`config.mk`:
```
export PLATFORM = sky130hd
export DESIGN_NAME = lns_finish
export DESIGN_NICKNAME = d
export VERILOG_FILES = /design/src/design/lns_pkg.sv /design/src/design/lns_finish.sv
export SDC_FILE = /design/constraint.sdc
export NUM_CORES = 1
export LEC_CHECK = 0
export ABC_CLOCK_PERIOD_IN_PS = 800
export BUFFER_PORTS_ARGS = -buffer_cell sky130_fd_sc_hd__buf_2
export CAP_MARGIN = 40
export CORE_AREA = 5 5 634 636
export CTS_CLUSTER_DIAMETER = 40
export DETAILED_ROUTE_END_ITERATION = 12
export DIE_AREA = 0 0 639 641
export PLACE_DENSITY_LB_ADDON = 0.12
export SKIP_CTS_REPAIR_TIMING = 1
export SLEW_MARGIN = 0
export SYNTH_ARGS = -nofsm -noshare
export SYNTH_HDL_FRONTEND = slang
export SYNTH_SLANG_ARGS = --single-unit
```
`constraint.sdc`:
```
create_clock -name clk_i -period 0.8 [get_ports clk_i]
set_input_delay 0.08 -clock clk_i [delete_from_list [all_inputs] [get_ports clk_i]]
set_output_delay 0.08 -clock clk_i [all_outputs]
set_load 0.005 [all_outputs]
```
`src/design/lns_pkg.sv`:
```
// ---------------------------------------------------------------------------
// lns_pkg: shared types and constants of the lognormal score unit
// Payload structs, the division cell record and the logarithm table.
// ---------------------------------------------------------------------------
`default_nettype none

package lns_pkg;

  localparam int LOG_ADDR_BITS = 8;
  localparam int OUT_FRAC_BITS = 32;
  localparam int TABLE_LEN     = (1 << LOG_ADDR_BITS) + 1;
  localparam int REM_BITS      = 31 - LOG_ADDR_BITS;
  localparam logic [31:0] LN2_Q32 = 32'd2977044472;

  localparam int QUO_BITS  = 64;
  localparam int DEN_BITS  = 96;
  localparam int NUM_LANES = 5;

  localparam int LANE_GL  = 0;
  localparam int LANE_GS  = 1;
  localparam int LANE_HLL = 2;
  localparam int LANE_HSS = 3;
  localparam int LANE_HLS = 4;

  localparam logic [2:0] REG_SHARED_LOC = 3'd0;
  localparam logic [2:0] REG_SHARED_SSQ = 3'd1;
  localparam logic [2:0] REG_USE_LOC    = 3'd2;
  localparam logic [2:0] REG_USE_SSQ    = 3'd3;
  localparam logic [2:0] REG_HESS_KIND  = 3'd4;

  localparam logic [1:0] STATUS_OK      = 2'd0;
  localparam logic [1:0] STATUS_SAT     = 2'd1;
  localparam logic [1:0] STATUS_INVALID = 2'd2;

  typedef struct packed {
    logic        [31:0] sample;
    logic signed [31:0] location;
    logic        [31:0] scale_sq;
  } in_t;

  typedef struct packed {
    logic signed [63:0] grad_location;
    logic signed [63:0] grad_scale_sq;
    logic signed [63:0] hess_loc_loc;
    logic signed [63:0] hess_scale_scale;
    logic signed [63:0] hess_loc_scale;
    logic        [1:0]  status;
  } out_t;

  typedef struct packed {
    logic [DEN_BITS-1:0] rem;
    logic [DEN_BITS-1:0] den;
    logic [QUO_BITS-1:0] nq;   // numerator bits out at the top, quotient bits in at the bottom
    logic                neg;
    logic                ovf;
  } lane_t;

  typedef struct packed {
    logic                     invalid;
    lane_t [NUM_LANES-1:0]    lane;
  } cell_t;

  typedef logic [31:0] ln_table_t [TABLE_LEN];

  function automatic ln_table_t build_ln_table();
    ln_table_t   t;
    logic [63:0] x;
    logic [63:0] r;
    logic [63:0] p;
    for (int k = 0; k < TABLE_LEN - 1; k++) begin
      x = 64'h8000_0000 + (64'(k) << REM_BITS);
      r = '0;
      for (int i = 31; i >= 0; i--) begin
        x = (x * x) >> 31;
        if (x >= 64'h1_0000_0000) begin
          x = x >> 1;
          r[i] = 1'b1;
        end
      end
      p = r * {32'd0, LN2_Q32};
      t[k] = p[63:32];
    end
    t[TABLE_LEN-1] = LN2_Q32;
    return t;
  endfunction

  localparam ln_table_t LN_TABLE = build_ln_table();

endpackage

`default_nettype wire

```
`src/design/lns_finish.sv`:
```
// ---------------------------------------------------------------------------
// lns_finish: sign, saturation and status of the five quotients
// Registers the result record and its strobe.
// ---------------------------------------------------------------------------
`default_nettype none

module lns_finish (
  input  wire logic            clk_i,
  input  wire logic            rst_ni,
  input  wire logic            valid_i,
  input  wire lns_pkg::cell_t  data_i,
  output logic                 done_o,
  output lns_pkg::out_t        result_o
);

  localparam logic [63:0] POS_MAX = 64'h7FFF_FFFF_FFFF_FFFF;
  localparam logic [63:0] NEG_MIN = 64'h8000_0000_0000_0000;

  logic [63:0]   val_c [lns_pkg::NUM_LANES];
  logic          sat_c [lns_pkg::NUM_LANES];
  logic [63:0]   q_c;
  logic          any_sat_c;
  lns_pkg::out_t res_c;

  always_comb begin
    any_sat_c = 1'b0;
    q_c       = '0;
    for (int l = 0; l < lns_pkg::NUM_LANES; l++) begin
      q_c = data_i.lane[l].nq;
      sat_c[l] = data_i.lane[l].ovf ||
                 (data_i.lane[l].neg ? (q_c[63] && (q_c[62:0] != '0)) : q_c[63]);
      if (sat_c[l])                val_c[l] = data_i.lane[l].neg ? NEG_MIN : POS_MAX;
      else if (data_i.lane[l].neg) val_c[l] = 64'(-q_c);
      else                         val_c[l] = q_c;
      any_sat_c = any_sat_c | sat_c[l];
    end
    if (data_i.invalid) begin
      res_c        = '0;
      res_c.status = lns_pkg::STATUS_INVALID;
    end else begin
      res_c.grad_location    = val_c[lns_pkg::LANE_GL];
      res_c.grad_scale_sq    = val_c[lns_pkg::LANE_GS];
      res_c.hess_loc_loc     = val_c[lns_pkg::LANE_HLL];
      res_c.hess_scale_scale = val_c[lns_pkg::LANE_HSS];
      res_c.hess_loc_scale   = val_c[lns_pkg::LANE_HLS];
      res_c.status           = any_sat_c ? lns_pkg::STATUS_SAT : lns_pkg::STATUS_OK;
    end
  end

  always_ff @(posedge clk_i or negedge rst_ni) begin
    if (!rst_ni) done_o <= 1'b0;
    else         done_o <= valid_i;
  end

  always_ff @(posedge clk_i) begin
    result_o <= res_c;
  end

endmodule

`default_nettype wire

```
=== Word-level counts from Yosys, hierarchy flattened ===
Index checks and enable logic that the tools add are counted.

* Register bits: 323
* Output and inout bits: 323
* Logic and storage cells: 52

* $add $sub $neg: 5
* Muxes and demuxes: 21
* Bitwise operators: 4
* Reduce and logical (&&, ||, !) cells: 15

{| class="wikitable"
|+ Operators with widths
! cell !! number
|-
| two-way mux 64 bit || 15
|-
| negator 64 bit || 5
|-
| nonzero test 63 bit || 5
|-
| two-way mux 1 bit || 6
|-
| logical AND 1 bit || 5
|-
| logical OR 1 bit || 5
|-
| bitwise OR 1 bit || 4
|}

=== Depth between registers and ports, before layout ===
* Depth after elaboration: 9
* Gate-level depth with buffers: 11
* Gate-level depth less buffers: 8

=== Worst setup path after synthesis ===
OpenSTA, ideal clock, no wires.

* Kind: input port to flip-flop
* Start point: input port data_i[776] (netlist name)
* End point: register result_o[0] (netlist name)
* Arrival: 2.184 ns
* Required time: 0.668 ns
* Path slack: -1.516 ns
* Stages on the path: 10
* Cells stage by stage: inv_1 > ha_1 > or3b_2 > nor4b_4 > and4_1 > buf_2 > a31oi_2 > clkbuf_1 > nor4_1 > a21oi_1

* Cells in the longest elaborated chain, start to end: 7

{| class="wikitable"
|+ Ends and longest elaborated chain
! what !! line !! RTL
|-
| from (decl) || lns_finish.sv:11 || <nowiki>input wire lns_pkg::cell_t data_i,</nowiki>
|-
| nonzero test 63 bit || lns_finish.sv:31 || <nowiki>(data_i.lane[l].neg ? (q_c[63] && (q_c[62:0] != '0)) : q_c[63]);</nowiki>
|-
| logical AND 1 bit || lns_finish.sv:31 ||
|-
| two-way mux 1 bit || lns_finish.sv:31 ||
|-
| logical OR 1 bit || lns_finish.sv:30 || <nowiki>sat_c[l] = data_i.lane[l].ovf ||</nowiki>
|-
| bitwise OR 1 bit (2 in a row) || lns_finish.sv:35 || <nowiki>any_sat_c = any_sat_c | sat_c[l];</nowiki>
|-
| two-way mux 1 bit || lns_finish.sv:46 || <nowiki>res_c.status = any_sat_c ? lns_pkg::STATUS_SAT : lns_pkg::STATUS_OK;</nowiki>
|-
| to (signal assigned) || lns_finish.sv:56 || <nowiki>result_o <= res_c;</nowiki>
|-
| to (decl) || lns_finish.sv:13 || <nowiki>output lns_pkg::out_t result_o</nowiki>
|}

Every way passes these cells.
A chain may end at the register's enable or synchronous reset.

=== Worst setup path after layout ===
* Start point: input port data_i[287] (netlist name)
* End point: register result_o[204] (netlist name)

* Cells in the longest elaborated chain, start to end: 5

{| class="wikitable"
|+ Ends and longest elaborated chain
! what !! line !! RTL
|-
| nonzero test 63 bit || lns_finish.sv:31 ||
|-
| logical AND 1 bit || lns_finish.sv:31 ||
|-
| two-way mux 1 bit || lns_finish.sv:31 ||
|-
| logical OR 1 bit || lns_finish.sv:30 ||
|-
| two-way mux 64 bit || lns_finish.sv:32 || <nowiki>if (sat_c[l]) val_c[l] = data_i.lane[l].neg ? NEG_MIN : POS_MAX;</nowiki>
|}

Every way passes these cells.

==> impl_metrics.csv <==
group,metric,value,unit
worst_setup_path,cp_max_fo,18,
sta,setup_slack,-1.00,ns
die,num_rows,231,
sta,period_needed,1.80,ns
yosys,syn_nets,3931,
outcome,status,"finished with violations",
route,firstDrtPassIters,5,
layout,layout-drive-gt1-share,47.0,%
worst_setup_path,crit_top_cell,"buf_6",
die,io_pins,1617,
grt,track_usage,9.88,%
worst_setup_path,cp_slowest_cell,"or4_4",
yosys,ys_ff_latch,323,
cts,cts_made_buffers,118,
sta,setup_violations,645,
yosys,synth-seq-area-share,32.5,%
route,wire_per_inst,22.4,µm
sta,fin_hold_ws,-0.359,ns
route,drc_errors,0,
route,ant_nets,0,
place,postPlaceCellArea,0.0379,mm²
route,drt_first_iter_violations,1467,
cts,numClockSinks,323,
cts,cts-root-buf,"clkbuf_16",
yosys,ys.warnings.count,0,
place,dp_hpwl,179000,µm
worst_setup_path,worstSetupPathType,"input port to flip-flop",
worst_setup_path,critPathMaxStageDelay,0.51,ns
die,dieWidth,639,µm
flow_run,drv_cap,0,
sta,fin_crit_sh,225,%
grt,grt.met1_usage,11.6,%
route,viasPerCell,2.99,
power_and_ir_drop,p_leak,18.8,nW
yosys,netlist_instances,2632,
power_and_ir_drop,p_per_area,1730,mW/mm²
place,place.gp.congestion,0.752,
yosys,synthFlopType,"dfxtp_1",
sta,slew_violations,0,
grt,grt-busiest-layer,"met2",
die,die_area,0.410,mm²
worst_setup_path,cp-start-kind,"input port",
sta,grt_setup_unrepaired,"true",
grt,grt_max_degree,46,
route,vias,29600,
layout,fin_nets,5853,
sta,max_freq,0.555,GHz
layout,final_area,0.0475,mm²
grt,grt_use_met3,3.65,%
grt,grt_pass1_vias,28400,
die,start_util,5.03,%
power_and_ir_drop,p_total,82.3,mW
outcome,failed_checks,"hold timing, setup timing",
layout,fillers,45600,
yosys,synth_edf_count,0,
yosys,syn_avg_cell_area,7.56,µm²
yosys,syn-cell-area,0.0199,mm²
place,portBuffers,656,
die,fp.dieH,641,µm
sta,hold_viol_final,77,
cts,h-tree-depth,3,
power_and_ir_drop,ir_drop,1.76,mV
worst_setup_path,arrival,2.42,ns
cts,clk_path_buf_depth,4,
sta,worst_pin_slew,0.954,ns
layout,area.growth.synth_to_final,139,%
worst_setup_path,crit_chain,"buf_6 > or4_4 > or3_4 > nor3_4 > buf_6 > a31oi_4 > buf_12 > clkbuf_16 > o21ai_0 > a21oi_1",
grt,grt_antenna_before_repair,87,
sta,max-slew-margin-rel,36.2,%
yosys,ys_types,81,
grt,gr-total-overflow,0,
worst_setup_path,end_kind,"flip-flop",
die,core_region_area,0.395,mm²
cts,cts_tree,"built",
hold_path,min_path_type,"input port to flip-flop",
grt,grt.met2_usage,17.1,%
grt,grt_pass1_wl,275000,µm
hold_path,holdPathStages,3,
route,wirelength,222000,µm
yosys,synthArstFlopShare,0.310,%
cts,cts.clk_slew.worst_paths,0.04,ns
worst_setup_path,required,1.42,ns
-- metal layers --
| layer | routed length (µm) | vias up |
|---|---|---|
| met5 | 378 | - |
| met4 | 5870 | 58 |
| met3 | 18200 | 326 |
| met2 | 107000 | 934 |
| met1 | 91000 | 14300 |
| li1 | - | 14000 |
-- kinds of logic after synthesis --
family,Yosys count,synth area share [%]
buffers and inverters,246,4.92
DFF,323,32.5
and+or+nand+nor,1128,29.5
xor gates and xnor gates,12,0.528
adders and majority gates,5,0.315
muxes,111,5.83
AOI/OAI and AO/OA,807,26.3
-- path summary, 6_finish.rpt --
path                                 end         from
worst max-delay path       result_o[204]  data_i[287]
worst min-delay path       result_o[195]  data_i[261]
max in group asynchronous         done_o       rst_ni
min in group asynchronous         done_o       rst_ni
-- where the power goes --
group / switching (mW) / total [mW] / internal (mW)
logic: 8.79 / 16.3 / 7.52
clock network: 14.6 / 47.9 / 33.3
registers: 0.867 / 18.1 / 17.2
-- cell usage in the layout (no fill, tap or decap), types with 31 or more instances in the layout --
cell type,netlist,layout
a211oi_1,81,71
a21oi_1,205,146
a21oi_2,0,48
a311oi_1,33,32
a31oi_1,34,32
and3_1,45,43
buf_12,0,115
buf_2,30,633
buf_4,2,848
buf_6,1,37
clkbuf_16,0,130
clkinv_2,0,37
dfxtp_1,322,317
dlygate4sd3_1,0,354
mux2_2,39,39
mux2i_1,72,69
nand2_1,105,99
nand3_1,47,42
nand4_1,37,37
nor2_1,400,393
nor3_1,186,177
nor4_1,94,74
o21ai_0,220,89
o21ai_1,3,69
o21ai_2,0,52
o22a_1,58,58
o32ai_1,53,46
or3_1,41,40
or4_1,41,31
-- cells in the mapped netlist, drive strengths merged, types with 4 or more instances --
| cell type | count | area (µm²) |
|---|---|---|
| a41oi | 13 | 114 |
| nand2 | 105 | 394 |
| and4 | 26 | 228 |
| nor3b | 5 | 37.5 |
| and2 | 9 | 56.3 |
| a2111oi | 6 | 77.6 |
| o31ai | 10 | 75.1 |
| o31a | 5 | 43.8 |
| a31oi | 35 | 225 |
| o22ai | 28 | 175 |
| and3 | 45 | 282 |
| nor3 | 191 | 987 |
| nand3b | 7 | 52.6 |
| a31o | 5 | 43.8 |
| nand2b | 18 | 113 |
| nand4 | 37 | 231 |
| a311oi | 33 | 289 |
| mux2i | 72 | 721 |
| o221a | 8 | 90.1 |
| a211oi | 82 | 621 |
| clkbuf | 174 | 656 |
| nand3 | 47 | 235 |
| nand4b | 13 | 114 |
| a21oi | 205 | 1030 |
| a211o | 5 | 43.8 |
| nor4 | 107 | 768 |
| ha | 5 | 62.6 |
| or4 | 43 | 330 |
| o311a | 6 | 60.1 |
| a21o | 14 | 105 |
| xnor2 | 11 | 96.3 |
| nor2 | 400 | 1500 |
| dfxtp | 322 | 6450 |
| mux2 | 39 | 439 |
| nor2b | 4 | 25.0 |
| o21a | 4 | 30.0 |
| or2 | 11 | 68.8 |
| buf | 34 | 180 |
| or3 | 42 | 268 |
| o21ai | 223 | 1120 |
| o32ai | 53 | 464 |
| inv | 36 | 135 |
| o22a | 58 | 508 |
| nor4b | 11 | 118 |
-- worst max-delay path, delay by kind of cell --
family | cells | cell delay (ns)
compound gates | 3 | 0.46
buf+inv | 4 | 0.62
simple gates | 3 | 1.26
-- sequential cells by signal, indices dropped and copies added (netlist names) --
name and flops:
done_o 1, result_o 322
-- cell type report --
| type | count | area, µm² | share of cell area (%) |
|---|---|---|---|
| Inverter | 38 | 171 | 0.361 |
| Tap cell | 5242 | 6560 | 13.8 |
| Clock inverter | 61 | 724 | 1.52 |
| Sequential cell | 323 | 6490 | 13.7 |
| Timing Repair Buffer | 2010 | 16300 | 34.2 |
| Antenna cell | 25 | 62.6 | 0.132 |
| Multi-Input combinational cell | 2063 | 13900 | 29.3 |
| Clock buffer | 157 | 3340 | 7.03 |
-- through the flow --
| step | std cells | setup TNS [ns] | hold WS [ns] | utilization, % | setup slack [ns] |
|---|---|---|---|---|---|
| 6_report | 9919 | -463.34 | -0.359 | 12.0 | -1.00 |
| 4_1_cts | 9494 | -509.51 | -1.08 | 10.6 | -1.51 |
| 3_5_place_dp | 9276 | -564.65 | -0.141 | 9.59 | -2.44 |
| 2_1_floorplan | 2632 | -387.45 | -0.216 | - | -1.42 |
| 3_3_place_gp | 9275 | -570.25 | -0.142 | 9.59 | -2.45 |
| 5_1_grt | 9904 | -503.12 | -0.420 | 12.0 | -1.02 |
Power figures use the tool's default switching activity.
